File: src/hdl/sbus_frame_decoder_defines.svh
// ----------------------------------------------------------------------------
// sbus_frame_decoder_defines: assertion macros
// Concurrent checks that compile away when SYNTH is defined.
// ----------------------------------------------------------------------------
`ifndef SBUS_FRAME_DECODER_DEFINES_SVH
`define SBUS_FRAME_DECODER_DEFINES_SVH

`ifndef SYNTH
// same-cycle implication
`define SBFD_ASSERT_IMPL(name, clock, rst_n, ante, cons) \
	name: assert property (@(posedge clock) disable iff (!rst_n) (ante) |-> (cons)) \
		else $error("sbfd assertion failed");
// next-cycle implication
`define SBFD_ASSERT_NEXT(name, clock, rst_n, ante, cons) \
	name: assert property (@(posedge clock) disable iff (!rst_n) (ante) |=> (cons)) \
		else $error("sbfd assertion failed");
`else
`define SBFD_ASSERT_IMPL(name, clock, rst_n, ante, cons)
`define SBFD_ASSERT_NEXT(name, clock, rst_n, ante, cons)
`endif

`endif

File: src/hdl/sbfd_pkg.sv
`timescale 1ns / 1ps
// ----------------------------------------------------------------------------
// sbfd_pkg: shared types and constants
// Frame layout, field widths, register indexes and reset values.
// ----------------------------------------------------------------------------
package sbfd_pkg;

	localparam int FRAME_BYTES  = 25;
	localparam int NUM_CHANNELS = 16;
	localparam int CHANNEL_BITS = 11;
	localparam int BYTE_W       = 8;
	localparam int CH_W         = 4;
	localparam int VALUE_W      = 12;
	localparam int CLASS_W      = 2;
	localparam int IDX_W        = $clog2(FRAME_BYTES);
	localparam int IDLE_W       = 8;
	localparam int UPTIME_W     = 16;
	localparam int THRESH_W     = 12;
	// bytes 0 .. FRAME_BYTES-2 are held; the footer is checked on arrival
	localparam int SHIFT_W      = (FRAME_BYTES - 1) * BYTE_W;
	localparam int FLAG_LSB     = (FRAME_BYTES - 2) * BYTE_W;

	localparam logic [BYTE_W-1:0]  HEADER_BYTE  = 8'h0F;
	localparam logic [BYTE_W-1:0]  FOOTER_BYTE  = 8'h00;
	localparam logic [VALUE_W-1:0] VALUE_OFFSET = 12'd880;

	// configuration port
	localparam int CFG_IDX_W  = 3;
	localparam int CFG_DATA_W = 16;

	localparam logic [CFG_IDX_W-1:0] REG_GAP_LIMIT = 3'd0;
	localparam logic [CFG_IDX_W-1:0] REG_STARTUP   = 3'd1;
	localparam logic [CFG_IDX_W-1:0] REG_SW_LOW    = 3'd2;
	localparam logic [CFG_IDX_W-1:0] REG_SW_HIGH   = 3'd3;
	localparam logic [CFG_IDX_W-1:0] REG_FAILSAFE  = 3'd4;

	localparam logic [IDLE_W-1:0]   GAP_LIMIT_RST = 8'd3;
	localparam logic [UPTIME_W-1:0] STARTUP_RST   = 16'd2000;
	localparam logic [THRESH_W-1:0] SW_LOW_RST    = 12'd1000;
	localparam logic [THRESH_W-1:0] SW_HIGH_RST   = 12'd1600;
	localparam logic [BYTE_W-1:0]   FAILSAFE_RST  = 8'd12;

	typedef enum logic {
		CMD_TICK = 1'b0,
		CMD_BYTE = 1'b1
	} cmd_t;

	typedef enum logic [CLASS_W-1:0] {
		CLS_LOW  = 2'd0,
		CLS_MID  = 2'd1,
		CLS_HIGH = 2'd2
	} sw_class_t;

	typedef enum logic [1:0] {
		S_RECV = 2'b01,
		S_EMIT = 2'b10
	} state_t;

endpackage

File: src/hdl/sbfd_if.sv
`timescale 1ns / 1ps
// ----------------------------------------------------------------------------
// sbfd_if: stream channels of the frame decoder
// Input items (ticks and bytes) and decoded channel results, valid/ready.
// ----------------------------------------------------------------------------
interface sbfd_in_if import sbfd_pkg::*; ();
	logic              valid;
	logic              ready;
	cmd_t              command;
	logic [BYTE_W-1:0] rx_byte;

	modport source (output valid, output command, output rx_byte, input ready);
	modport sink   (input valid, input command, input rx_byte, output ready);
endinterface

interface sbfd_out_if import sbfd_pkg::*; ();
	logic               valid;
	logic               ready;
	logic [CH_W-1:0]    channel;
	logic [VALUE_W-1:0] value;
	sw_class_t          switch_class;
	logic [BYTE_W-1:0]  flag_byte;
	logic               failsafe;
	logic               last;

	modport source (output valid, output channel, output value, output switch_class,
		output flag_byte, output failsafe, output last, input ready);
	modport sink   (input valid, input channel, input value, input switch_class,
		input flag_byte, input failsafe, input last, output ready);
endinterface

File: src/hdl/sbus_frame_decoder.sv
`timescale 1ns / 1ps
// ----------------------------------------------------------------------------
// sbus_frame_decoder: serial bus receiver frame decoder
// Gathers 25-byte frames from ticks and bytes, checks header and footer and
// shifts out sixteen 11-bit channels, scaled and classified, one per cycle while the servo sink is ready.
//
//   port    | dir  | carries
//   --------+------+---------------------------------------------
//   rx      | sink | command (tick/byte), rx_byte
//   servo   | src  | channel, value, switch_class, flag_byte,
//           |      | failsafe, last
//   cfg_*   | in   | register writes, index 0..4
//
// Ticks and bytes are taken only while no burst is running. The footer byte
// of a good frame starts a burst: the frame shift register moves one 11-bit
// channel per cycle into the output register, and rx is held off until the
// burst ends. A stalled servo sink freezes the burst. Reset restores register
// defaults and counters at once; the frame store needs no clearing.
// ----------------------------------------------------------------------------
`include "sbus_frame_decoder_defines.svh"

module sbus_frame_decoder import sbfd_pkg::*; (
	input  logic                  clk,
	input  logic                  arst_n,
	input  logic                  cfg_we,
	input  logic [CFG_IDX_W-1:0]  cfg_index,
	input  logic [CFG_DATA_W-1:0] cfg_wdata,
	sbfd_in_if.sink               rx,
	sbfd_out_if.source            servo
);

	// configuration
	logic [IDLE_W-1:0]   gap_q;
	logic [UPTIME_W-1:0] startup_q;
	logic [THRESH_W-1:0] sw_lo_q;
	logic [THRESH_W-1:0] sw_hi_q;
	logic [BYTE_W-1:0]   fsv_q;

	// control
	state_t              state_q;
	logic [IDX_W-1:0]    byte_idx_q;
	logic [IDLE_W-1:0]   idle_q;
	logic [UPTIME_W-1:0] uptime_q;
	logic [CH_W-1:0]     ch_q;
	logic                out_valid_q;

	// payload
	logic [SHIFT_W-1:0]  sh_q;
	logic [BYTE_W-1:0]   flag_q;
	logic                fs_q;
	logic [CH_W-1:0]     out_ch_q;
	logic [VALUE_W-1:0]  out_value_q;
	sw_class_t           out_cls_q;
	logic [BYTE_W-1:0]   out_flag_q;
	logic                out_fs_q;
	logic                out_last_q;

	logic                in_fire;
	logic                tick_fire;
	logic                store;
	logic [IDX_W-1:0]    idx_c;
	logic                frame_end;
	logic                frame_good;
	logic                out_load;
	logic [CHANNEL_BITS-1:0] raw;
	logic [CHANNEL_BITS+2:0] times5;
	logic [VALUE_W-1:0]  value_c;
	sw_class_t           cls_c;

	assign rx.ready  = (state_q == S_RECV);
	assign in_fire   = rx.valid && rx.ready;
	assign tick_fire = in_fire && (rx.command == CMD_TICK);
	// drop bytes until the startup time has passed
	assign store     = in_fire && (rx.command == CMD_BYTE) && (uptime_q >= startup_q);
	assign idx_c     = (idle_q > gap_q) ? '0 : byte_idx_q;
	assign frame_end = store && (idx_c == IDX_W'(FRAME_BYTES - 1));
	// byte 0 has reached the bottom of the shift register by the footer
	assign frame_good = frame_end && (sh_q[BYTE_W-1:0] == HEADER_BYTE)
		&& (rx.rx_byte == FOOTER_BYTE);
	assign out_load  = (state_q == S_EMIT) && (!out_valid_q || servo.ready);

	// channel digit sits just above the header byte slot
	always_comb begin
		raw     = sh_q[BYTE_W +: CHANNEL_BITS];
		times5  = {1'b0, raw, 2'b00} + {3'b000, raw};
		value_c = {1'b0, times5[CHANNEL_BITS+2:3]} + VALUE_OFFSET;
		if (value_c > sw_lo_q) begin
			cls_c = (value_c < sw_hi_q) ? CLS_MID : CLS_HIGH;
		end else begin
			cls_c = CLS_LOW;
		end
	end

	always_ff @(posedge clk or negedge arst_n) begin
		if (!arst_n) begin
			gap_q     <= GAP_LIMIT_RST;
			startup_q <= STARTUP_RST;
			sw_lo_q   <= SW_LOW_RST;
			sw_hi_q   <= SW_HIGH_RST;
			fsv_q     <= FAILSAFE_RST;
		end else if (cfg_we) begin
			case (cfg_index)
				REG_GAP_LIMIT: gap_q     <= cfg_wdata[IDLE_W-1:0];
				REG_STARTUP:   startup_q <= cfg_wdata[UPTIME_W-1:0];
				REG_SW_LOW:    sw_lo_q   <= cfg_wdata[THRESH_W-1:0];
				REG_SW_HIGH:   sw_hi_q   <= cfg_wdata[THRESH_W-1:0];
				REG_FAILSAFE:  fsv_q     <= cfg_wdata[BYTE_W-1:0];
				default: begin
				end
			endcase
		end
	end

	always_ff @(posedge clk or negedge arst_n) begin
		if (!arst_n) begin
			state_q     <= S_RECV;
			byte_idx_q  <= '0;
			idle_q      <= '1;
			uptime_q    <= '0;
			ch_q        <= '0;
			out_valid_q <= 1'b0;
		end else begin
			if (tick_fire) begin
				if (uptime_q != '1) begin
					uptime_q <= uptime_q + 1'b1;
				end
				if (idle_q != '1) begin
					idle_q <= idle_q + 1'b1;
				end
			end
			if (store) begin
				idle_q     <= '0;
				byte_idx_q <= frame_end ? '0 : idx_c + 1'b1;
			end

			if (out_load) begin
				out_valid_q <= 1'b1;
			end else if (servo.ready) begin
				out_valid_q <= 1'b0;
			end

			case (state_q)
				S_RECV: begin
					if (frame_good) begin
						state_q <= S_EMIT;
						ch_q    <= '0;
					end
				end
				S_EMIT: begin
					if (out_load) begin
						ch_q <= ch_q + 1'b1;
						if (ch_q == CH_W'(NUM_CHANNELS - 1)) begin
							state_q <= S_RECV;
						end
					end
				end
				default: begin
					state_q <= S_RECV;
				end
			endcase
		end
	end

	always_ff @(posedge clk) begin
		// the footer itself is not shifted in, which keeps the payload in place
		if (store && !frame_end) begin
			sh_q <= {rx.rx_byte, sh_q[SHIFT_W-1:BYTE_W]};
		end else if (out_load) begin
			sh_q <= {{CHANNEL_BITS{1'b0}}, sh_q[SHIFT_W-1:CHANNEL_BITS]};
		end
		if (frame_good) begin
			flag_q <= sh_q[FLAG_LSB +: BYTE_W];
			fs_q   <= (sh_q[FLAG_LSB +: BYTE_W] == fsv_q);
		end
		// flag travels with each channel so a held result keeps its own frame's flag
		if (out_load) begin
			out_ch_q    <= ch_q;
			out_value_q <= value_c;
			out_cls_q   <= cls_c;
			out_flag_q  <= flag_q;
			out_fs_q    <= fs_q;
			out_last_q  <= (ch_q == CH_W'(NUM_CHANNELS - 1));
		end
	end

	assign servo.valid        = out_valid_q;
	assign servo.channel      = out_ch_q;
	assign servo.value        = out_value_q;
	assign servo.switch_class = out_cls_q;
	assign servo.flag_byte    = out_flag_q;
	assign servo.failsafe     = out_fs_q;
	assign servo.last         = out_last_q;

	`SBFD_ASSERT_NEXT(a_good_frame_starts_burst, clk, arst_n, frame_good, (state_q == S_EMIT) && (ch_q == '0))
	`SBFD_ASSERT_IMPL(a_byte_index_in_frame, clk, arst_n, 1'b1, byte_idx_q < IDX_W'(FRAME_BYTES))
	`SBFD_ASSERT_NEXT(a_stored_byte_clears_idle, clk, arst_n, store, (idle_q == '0) && (state_q == S_EMIT || byte_idx_q != '0 || $past(frame_end)))

endmodule
File: src/flat_wrapper.sv
// flat-port wrapper written by rule: the top's interface ports become plain ports
module sbus_frame_decoder_flat import sbfd_pkg::*;
  (clk, arst_n, cfg_we, cfg_index, cfg_wdata, rx_valid, rx_command, rx_rx_byte, rx_ready, servo_valid, servo_channel, servo_value, servo_switch_class, servo_flag_byte, servo_failsafe, servo_last, servo_ready);
  sbfd_in_if rx_i ();
  sbfd_out_if servo_i ();
  input  logic clk;
  input  logic arst_n;
  input  logic cfg_we;
  input  logic [CFG_IDX_W-1:0] cfg_index;
  input  logic [CFG_DATA_W-1:0] cfg_wdata;
  input wire logic [$bits(rx_i.valid)-1:0] rx_valid;
  input wire logic [$bits(rx_i.command)-1:0] rx_command;
  input wire logic [$bits(rx_i.rx_byte)-1:0] rx_rx_byte;
  output wire logic [$bits(rx_i.ready)-1:0] rx_ready;
  output wire logic [$bits(servo_i.valid)-1:0] servo_valid;
  output wire logic [$bits(servo_i.channel)-1:0] servo_channel;
  output wire logic [$bits(servo_i.value)-1:0] servo_value;
  output wire logic [$bits(servo_i.switch_class)-1:0] servo_switch_class;
  output wire logic [$bits(servo_i.flag_byte)-1:0] servo_flag_byte;
  output wire logic [$bits(servo_i.failsafe)-1:0] servo_failsafe;
  output wire logic [$bits(servo_i.last)-1:0] servo_last;
  input wire logic [$bits(servo_i.ready)-1:0] servo_ready;
  assign rx_i.valid = rx_valid;
  assign rx_i.command = rx_command;
  assign rx_i.rx_byte = rx_rx_byte;
  assign rx_ready = rx_i.ready;
  assign servo_valid = servo_i.valid;
  assign servo_channel = servo_i.channel;
  assign servo_value = servo_i.value;
  assign servo_switch_class = servo_i.switch_class;
  assign servo_flag_byte = servo_i.flag_byte;
  assign servo_failsafe = servo_i.failsafe;
  assign servo_last = servo_i.last;
  assign servo_i.ready = servo_ready;
  sbus_frame_decoder u_core (.clk(clk), .arst_n(arst_n), .cfg_we(cfg_we), .cfg_index(cfg_index), .cfg_wdata(cfg_wdata), .rx(rx_i), .servo(servo_i));
endmodule
File: config.mk
export PLATFORM = sky130hd
export DESIGN_NAME = sbus_frame_decoder_flat
export DESIGN_NICKNAME = d
export VERILOG_FILES = /design/src/hdl/sbfd_pkg.sv /design/src/hdl/sbfd_if.sv /design/src/hdl/sbus_frame_decoder.sv /design/src/flat_wrapper.sv
export VERILOG_INCLUDE_DIRS = /design/src /design/src/hdl
export SDC_FILE = /design/constraint.sdc
export NUM_CORES = 1
export LEC_CHECK = 0
export BUFFER_PORTS_ARGS = -buffer_cell sky130_fd_sc_hd__buf_2
export CAP_MARGIN = 40
export CORE_MARGIN = 1.5
export CORE_UTILIZATION = 45
export CTS_BUF_LIST = sky130_fd_sc_hd__clkbuf_16
export DETAILED_ROUTE_END_ITERATION = 8
export PLACE_DENSITY = 0.61
export SLEW_MARGIN = 40
export SYNTH_ARGS = -nofsm -noshare
export SYNTH_HDL_FRONTEND = slang
export SYNTH_SLANG_ARGS = --single-unit
File: constraint.sdc
create_clock -name clk -period 14.79 [get_ports clk]
set_input_delay 2.958 -clock clk [delete_from_list [all_inputs] [get_ports clk]]
set_output_delay 2.958 -clock clk [all_outputs]
set_load 0.05 [all_outputs]
==> reports/qor.yml, run 1 <==
job:
  maxCapViolCount: 0
pwr:
  comb_power_share_pct: 10.5
  power.leakage_nw: 6.41
  pwr-share-seq_pct: 49.8
  p_switching_w: 0.000503
  clkPwrFrac_pct: 39.7
  ir_drop_mv: 0.0719
  switching_share_pct: 23.5
  p_int_w: 0.00164
  power_density_mw_per_mm2: 126
final_layout:
  layout_commonest_cell: "edfxtp_1"
  nNetsFinal: 1228
  fill_cells: 2778
  instances_no_fill: 1602
  postLayoutCoreUtil_pct: 52.0
  final_cell_mix: "edfxtp_1, mux2_1, mux2_2"
  syn2layout_area_growth_pct: 13.3
  multi_input_area_sq_mm: 0.00534
  regArea_sq_mm: 0.00921
  num_antenna_cells: 0
  drive_above_1_share_pct: 22.1
route:
  firstDrtPassIters: 5
  drt-total-wl_mm: 27.8
  drc: 0
  viasPerCell: 5.23
  antenna_left: 0
  vias: 8383
  avgRoutedWirePerCell_um: 17.4
  drt_iter0_markers: 601
place:
  hpwlAfterDp_mm: 18.3
  placed_cells_incl_taps: 1532
  pre_cts_slack_ps: 8220
  port_buffers: 62
  gp_congestion: 0.783
clocking:
  cts_tree: "done"
  clk_latency_ps: 510
  h-tree-depth: 2
  hold_buffers: 0
  postCtsSetupRepairBufs: 0
  root_buffer: "clkbuf_16"
  clockBufferDepth: 3
  cts.sinks: 321
  clk_pin_slew_worst_paths_ps: 60
  cts.repair.resized: 0
  cts_buffers: 37
sta:
  drv_slew: 0
  setup_ws_ps: 9660
  setup_tns_ps: 0
  layout_min_cycle_time_ps: 5130
  relSlewSlack_pct: 47.1
  hold_viol_final: 0
  rsz0062_at_grt: "false"
  period_share_pct: 34.7
  clock_skew_ps: 19.3
  finalSetupViolations: 0
  clock.fmax_ghz: 0.195
  whs_ps: 417
  tightest_slew_ps: 791
worst_setup_path:
  rrSetupSlack_ps: 10210
  timing.critical_path.from_type: "input port"
  path_cells: "buf_2 > nand3_1 > a21o_1 > a211oi_4 > or2_4 > buf_6 > buf_6"
  rr_worst_depth: 12
  crit_type: "in2reg"
  r2r-end: "u_core.sh_q[53]"
  reg2reg_from: "u_core.idle_q[6]"
  worst_ep_arrival_time_ps: 5260
  worst-path-max-fanout: 69
  slowest_delay_ps: 560
  cp_top_family: "buffers and inverters"
  end_kind: "flip-flop"
  crit_required_ps: 14920
  slowest_stage: "buf_6"
  crit_top_cell: "buf_6"
  path_buf_inv: 3
  cp_num_cells: 7
logic_synthesis:
  synth-seq-cells: 321
  seq_area_frac_synth_pct: 61.5
  syn_inst: 1053
  syn_avg_cell_area_sq_um: 14.2
  synthFlopType: "edfxtp_1"
  netlist_area_sq_mm: 0.0150
  synthDistinctLibCells: 58
  synthArstFlopShare_pct: 28.7
  ys.warnings.count: 0
  synth_fp_nets: 1150
  synth-edff-count: 229
global_routing:
  grt_pass1_vias: 8423
  overflow: 0
  grt_max_degree: 108
  grt_pass1_wl_mm: 45.5
  antenna_found_initial: 1
  grt_use_total_pct: 17.1
floorplanning:
  die-area_sq_mm: 0.0344
  initial_utilization_pct: 45.9
  fp.coreArea_sq_mm: 0.0326
  dieHeight_um: 185
  die_w_um: 185
  num_io_pins: 63
  fp-row-count: 66
worst_hold_path:
  min_delay_worst_endpoint: "u_core.servo.flag_byte[2]"
  hp-class: "reg2reg"
  hold-path-cell-count: 0
  hold_start: "u_core.flag_q[2]"
outcome:
  outcome: "finished, final reports clean"
## cell type report
type / instances / area share, %
Clock buffer: 40 / 5.90
Clock inverter: 28 / 0.856
Inverter: 64 / 1.42
Multi-Input combinational cell: 633 / 31.5
Sequential cell: 321 / 54.3
Tap cell: 442 / 3.26
Timing Repair Buffer: 74 / 2.76
## routing by layer
layer / part of all wire, % / GRT usage [%]
met1: 51 / 25.7
met2: 43 / 25.1
met3: 4.0 / 2.95
met4: 2.0 / 5.11
met5: 0 / 0
## metrics by stage
step	instance area [sq um]	power, W
3_5_place_dp	15800	0.00131
3_3_place_gp	15700	0.00130
4_1_cts	16900	0.00217
2_1_floorplan	15000	0.00124
6_report	17000	0.00214
5_1_grt	17000	0.00225
## state kept, by name, indices dropped and copies added (netlist names), 4 cells and up
| signal | cells |
|---|---|
| u_core.sh_q | 192 |
| u_core.startup_q | 16 |
| u_core.uptime_q | 16 |
| u_core.servo.value | 12 |
| u_core.sw_hi_q | 12 |
| u_core.sw_lo_q | 12 |
| u_core.flag_q | 8 |
| u_core.fsv_q | 8 |
| u_core.gap_q | 8 |
| u_core.idle_q | 8 |
| u_core.servo.flag_byte | 8 |
| u_core.byte_idx_q | 5 |
| u_core.ch_q | 4 |
| u_core.servo.channel | 4 |
## synth_stat cells, types with 2 or more instances
cell type  instances  area (sq um)
edfxtp_1         229          6880
mux2_1           110          1240
mux2_2            95          1070
dfrtp_1           64          1600
inv_1             64           240
ha_1              63           788
nand2_1           63           236
o21ai_0           46           230
xnor2_1           32           280
dfstp_2           28           736
nor2_1            24          90.1
a21oi_1           22           110
nand3_1           19          95.1
nand4_1           17           106
a21o_1            14           105
and2_1            14          87.6
buf_4             13          97.6
clkbuf_1          11          41.3
nor3_1            11          55.1
buf_2              9          45.0
and3_1             7          43.8
nand2b_1           7          43.8
nor2b_1            7          43.8
o21a_1             7          52.6
o31ai_1            7          52.6
a211oi_1           5          37.5
mux2i_1            5          50.1
nor4_1             5          31.3
or2_2              5          31.3
xor2_1             5          43.8
and4_1             3          26.3
nor3b_1            3          22.5
nor4b_1            3          26.3
o211ai_1           3          22.5
o221ai_1           3          26.3
a21boi_0           2          15.0
a22o_1             2          17.5
and3b_1            2          17.5
and4b_1            2          20.0
o2111ai_1          2          17.5
or2_1              2          12.5
or4_1              2          15.0
## logic make-up after synthesis
group	share of synthesized area, %
buf+inv	2.89
fa+ha+maj	5.40
flops	61.5
mux	15.7
compound gates	5.25
simple gates	7.03
xor+xnor	2.16
## power groups by stage
stage	Sequential, W	Combinational [W]	Clock (W)
floorplan	0.00107	0.000168	0
global placement	0.00108	0.000215	0
detailed placement	0.00108	0.000222	0
CTS	0.00107	0.000226	0.000876
global route	0.00107	0.000259	0.000913
finish	0.00107	0.000225	0.000850
## worst max path at each step
| stage | end | startpoint | slack, ps |
|---|---|---|---|
| global route | u_core.sh_q[57] | rx_command | 9520 |
| CTS | u_core.sh_q[57] | rx_command | 8750 |
| global placement | u_core.sh_q[65] | rx_command | 8260 |
| finish | u_core.sh_q[53] | rx_command | 9660 |
| detailed placement | u_core.sh_q[57] | rx_command | 8220 |
| floorplan | u_core.sh_q[0] | servo_ready | 7460 |
(Power assumes the default switching activity.)
==> inputs of run 2 (changes only) <==
- clock period: 14.79 -> 5.1 ns (I/O delays scaled with it)
==> run 2 against run 1 <==
Effect of this change:
- largest cell class unchanged
- combinational power rose to 2.9 times the previous value
- register-to-register slack worse by 9200 ps
- largest power group unchanged
- critical path depth is 8 higher
==> reports/qor.yml, run 2 (synthesized netlist as in run 1, its figures left out) <==
final_layout:
  instances_no_fill: 1601
  num_antenna_cells: 0
  final_cell_mix: "edfxtp_1, mux2_1, mux2_2"
  largest_reg_flops: 192
  nNetsFinal: 1228
  reg_top3: "u_core.sh_q x192, u_core.startup_q x16, u_core.uptime_q x16"
  syn2layout_area_growth_pct: 13.0
  drive_above_1_share_pct: 22.3
  layout_commonest_cell: "edfxtp_1"
  top_register: "u_core.sh_q"
floorplanning:
  fp.coreArea_sq_mm: 0.0326
  die-area_sq_mm: 0.0344
  die_w_um: 185
  num_io_pins: 63
  dieHeight_um: 185
  initial_utilization_pct: 45.9
  fp-row-count: 66
pwr:
  p_int_w: 0.00461
  power_density_mw_per_mm2: 358
  power.leakage_nw: 6.39
  comb_power_share_pct: 10.8
  switching_share_pct: 23.9
  clkPwrFrac_pct: 38.1
  ir_drop_mv: 0.265
  pwr-share-seq_pct: 51.1
  total_power_w: 0.00605
  p_switching_w: 0.00145
clocking:
  cts_tree: "done"
  clockBufferDepth: 3
  root_buffer: "clkbuf_16"
  cts.sinks: 321
  clk_latency_ps: 510
  hold_buffers: 0
  postCtsSetupRepairBufs: 0
  clk_pin_slew_worst_paths_ps: 60
  cts_buffers: 36
  cts.repair.resized: 0
  h-tree-depth: 2
global_routing:
  antenna_found_initial: 0
  grt_max_degree: 111
  grt_use_total_pct: 16.7
  grt_pass1_wl_mm: 45.2
  grt_pass1_vias: 8509
  overflow: 0
place:
  hpwlAfterDp_mm: 18.3
  placed_cells_incl_taps: 1535
  gp_congestion: 0.811
  port_buffers: 62
route:
  antenna_left: 0
  drt_iter0_markers: 569
  drc: 0
  firstDrtPassIters: 5
  avgRoutedWirePerCell_um: 16.9
  viasPerCell: 5.24
  drt-total-wl_mm: 27.1
  vias: 8383
sta:
  clock.fmax_ghz: 0.243
  relSlewSlack_pct: 48.5
  period_share_pct: 80.6
  rsz0062_at_grt: "false"
  tightest_slew_ps: 766
  clock_skew_ps: 9.71
  layout_min_cycle_time_ps: 4110
  hold_viol_final: 0
  setup_tns_ps: 0
  finalSetupViolations: 0
  drv_slew: 0
worst_setup_path:
  worst-path-max-fanout: 5
  r2r-end: "u_core.servo.switch_class[0]"
  crit_type: "reg2reg"
  end_kind: "flip-flop"
  rrSetupSlack_ps: 990
  startpoint: "u_core.sh_q[10]"
  crit_end: "u_core.servo.switch_class[0]"
  reg2reg_from: "u_core.sh_q[10]"
  crit_required_ps: 5460
  rr_worst_depth: 15
  timing.critical_path.from_type: "flip-flop"
  worst_ep_arrival_time_ps: 4470
worst_hold_path:
  hp-class: "in2async"
outcome:
  outcome: "finished, final reports clean"
job:
  maxCapViolCount: 0
==> run 2: cell count changes in the layout (fill, tap and decap cells not counted), moves of 2 or more <==
cell	previous run	this run
buf_12	3	6
clkbuf_16	40	37
clkinv_1	12	7
buf_6	2	0
inv_1	73	77
==> run 2: power groups by stage <==
stage | Sequential, W | Combinational (W) | Clock [W]
3_5_place_dp | 0.00314 | 0.000653 | 0
3_3_place_gp | 0.00314 | 0.000634 | 0
6_report | 0.00309 | 0.000653 | 0.00231
4_1_cts | 0.00309 | 0.000661 | 0.00239
2_1_floorplan | 0.00311 | 0.000494 | 0
5_1_grt | 0.00312 | 0.000759 | 0.00248
==> run 2: worst max-delay path: stages, from the launching register on <==
cell	delay [ps]
edfxtp_1	430
ha_1	370
a21oi_1	280
a211oi_1	120
nor3_1	580
ha_1	250
inv_1	60
o21a_1	230
nor4_1	240
nor2_1	130
ha_1	310
nand4_1	110
or2_2	320
o221ai_1	200
o21a_1	190
nor2b_1	150
==> run 2: metrics by stage <==
step	hold slack, ps	instance area (sq um)	util [%]	setup slack (ps)
CTS	404	16900	51.9	1020
detailed placement	406	15900	48.6	1060
floorplan	400	15000	-	678
global route	421	16900	51.9	514
global placement	406	15800	48.5	1140
finish	416	16900	51.9	991
==> run 2: final cells by class <==
class	instances	area (sq um)
fillers	2759	15700
flip-flops and latches	321	9210
multi-input cells	633	5350
clock buffers	37	926
well taps	442	553
repair buffers	75	505
inverters	64	240
clock inverters	29	133
==> run 2: worst min-delay path by stage <==
stage,start,endpoint,cells after the start
floorplan,u_core.fs_q,u_core.servo.failsafe,0
detailed placement,u_core.flag_q[4],u_core.servo.flag_byte[4],0
global placement,u_core.flag_q[6],u_core.servo.flag_byte[6],0
CTS,arst_n,u_core.fsv_q[6],1
finish,arst_n,u_core.fsv_q[4],1
global route,arst_n,u_core.gap_q[5],1
==> run 2: routing by layer <==
layer	global-route usage (%)	routed length, um
met5	0	0
met2	24.8	11700
met3	2.87	1210
met1	25.0	13500
met4	4.55	570
==> inputs of run 3 (changes only) <==
- PLACE_DENSITY: 0.61 -> 0.64
- clock period: 5.1 -> 3.4 ns (I/O delays scaled with it)
==> run 3 against run 2 <==
Effect of this change:
- the run now ends with negative setup slack left
- sequential cell count unchanged
- clock skew rose by 13 ps
- sequential share of layout area fell by 3.1 points
- non-clock buffer count is 85 higher
- largest power group unchanged
==> reports/qor.yml, run 3 (synthesized netlist as in run 1, its figures left out) <==
pwr:
  total_power_w: 0.00953
  p_int_w: 0.00723
  power_density_mw_per_mm2: 532
  comb_power_share_pct: 11.4
  pwr-share-seq_pct: 48.7
  clkPwrFrac_pct: 39.9
  ir_drop_mv: 0.416
  power.leakage_nw: 6.90
  switching_share_pct: 24.2
  p_switching_w: 0.00230
final_layout:
  instances_no_fill: 1688
  drive_above_1_share_pct: 30.7
  layout_commonest_cell: "edfxtp_1"
  multi_input_area_sq_mm: 0.00557
  regArea_sq_mm: 0.00921
  fill_cells: 2665
  final_cell_mix: "edfxtp_1, mux2_1, mux2_2"
  num_antenna_cells: 0
  design_area_sq_mm: 0.0179
  largest_reg_flops: 192
  nNetsFinal: 1315
  syn2layout_area_growth_pct: 19.7
  top_register: "u_core.sh_q"
  reg_top3: "u_core.sh_q x192, u_core.startup_q x16, u_core.uptime_q x16"
route:
  drt_iter0_markers: 477
  antenna_left: 0
  drc: 0
  viasPerCell: 5.15
  firstDrtPassIters: 5
  avgRoutedWirePerCell_um: 16.9
  drt-total-wl_mm: 28.5
  vias: 8686
worst_setup_path:
  rrSetupSlack_ps: -270
  end_kind: "flip-flop"
  crit_type: "reg2reg"
  reg2reg_from: "u_core.sh_q[10]"
  worst-path-max-fanout: 4
  rr_worst_depth: 16
  crit_end: "u_core.servo.switch_class[1]"
  r2r-end: "u_core.servo.switch_class[1]"
  worst_ep_arrival_time_ps: 3940
  timing.critical_path.from_type: "flip-flop"
  startpoint: "u_core.sh_q[10]"
  crit_required_ps: 3680
sta:
  period_share_pct: 108
  clock.fmax_ghz: 0.273
  finalSetupViolations: 2
  rsz0062_at_grt: "true"
  tightest_slew_ps: 690
  layout_min_cycle_time_ps: 3670
  relSlewSlack_pct: 53.9
  setup_ws_ps: -267
  clock_skew_ps: 22.7
  drv_slew: 0
  setup_tns_ps: -523
  hold_viol_final: 0
place:
  placed_cells_incl_taps: 1607
  gp_congestion: 0.823
  hpwlAfterDp_mm: 19.6
  pre_cts_slack_ps: -384
  placed_area_sq_mm: 0.0165
  port_buffers: 62
clocking:
  hold_buffers: 0
  clockBufferDepth: 3
  clk_latency_ps: 530
  root_buffer: "clkbuf_16"
  cts.sinks: 321
  h-tree-depth: 2
  cts_buffers: 38
  clk_pin_slew_worst_paths_ps: 50
  cts_tree: "done"
outcome:
  outcome: "finished, violations left"
  violations: "negative setup slack"
floorplanning:
  num_io_pins: 63
  die-area_sq_mm: 0.0344
  die_w_um: 185
  initial_utilization_pct: 45.9
  dieHeight_um: 185
  fp-row-count: 66
  fp.coreArea_sq_mm: 0.0326
global_routing:
  overflow: 0
  grt_max_degree: 53
  grt_pass1_vias: 8788
  grt_pass1_wl_mm: 46.8
  antenna_found_initial: 0
  grt_use_total_pct: 17.4
worst_hold_path:
  hp-class: "in2async"
job:
  maxCapViolCount: 0
## run 3: area by class of cell
cell class,count,share of cell area [%]
clock buffers,40,5.58
clock inverters,28,0.970
inverters,64,1.34
multi-input cells,633,31.1
flip-flops and latches,321,51.4
well taps,442,3.09
repair buffers,160,6.54
## run 3: worst min path at each step
stage                           endpoint  depth (start not counted)        startpoint
3_3_place_gp   u_core.servo.flag_byte[0]                          0  u_core.flag_q[0]
6_report                 u_core.fsv_q[0]                          1            arst_n
3_5_place_dp   u_core.servo.flag_byte[0]                          0  u_core.flag_q[0]
2_1_floorplan       u_core.byte_idx_q[0]                          0            arst_n
4_1_cts                  u_core.gap_q[6]                          1            arst_n
5_1_grt                  u_core.gap_q[4]                          1            arst_n
## run 3: repair_timing
action                                  4_1_cts  5_1_grt
setup buffers                                10        3
endpoints found under the setup margin        3       11
resized for setup                            19       13
pin swaps                                     8        9
## run 3: per-stage QoR
stage	hold slack, ps	util [%]
3_5_place_dp	406	50.6
2_1_floorplan	384	-
6_report	184	55.0
3_3_place_gp	406	50.6
5_1_grt	223	55.0
4_1_cts	192	54.7
## run 3: layer usage
metal | wire (um) | vias to the layer above | track usage, % | share of wire [%]
met5 | 0 | - | 0 | 0
li1 | - | 4229 | - | -
met2 | 12600 | 157 | 26.1 | 44
met3 | 1420 | 44 | 2.97 | 5.0
met1 | 13800 | 4256 | 25.8 | 49
met4 | 617 | 0 | 5.11 | 2.2
## run 3: power groups by stage
stage	clock, W	combinational, W	sequential [W]
3_5_place_dp	0	0.00104	0.00472
5_1_grt	0.00405	0.00124	0.00467
4_1_cts	0.00390	0.00109	0.00464
2_1_floorplan	0	0.000760	0.00468
6_report	0.00380	0.00109	0.00464
3_3_place_gp	0	0.00101	0.00471
## run 3: critical path, cell delays in order, from the launching register on
cell	delay [ps]
edfxtp_1	420
buf_6	150
ha_4	270
nor2b_4	180
o31a_1	230
nor4_4	50
or3_1	350
ha_2	180
inv_2	60
o21a_4	150
mux2i_2	220
nor2_2	80
ha_2	180
or4_4	490
nor3_2	180
o21bai_1	100
and2_1	140
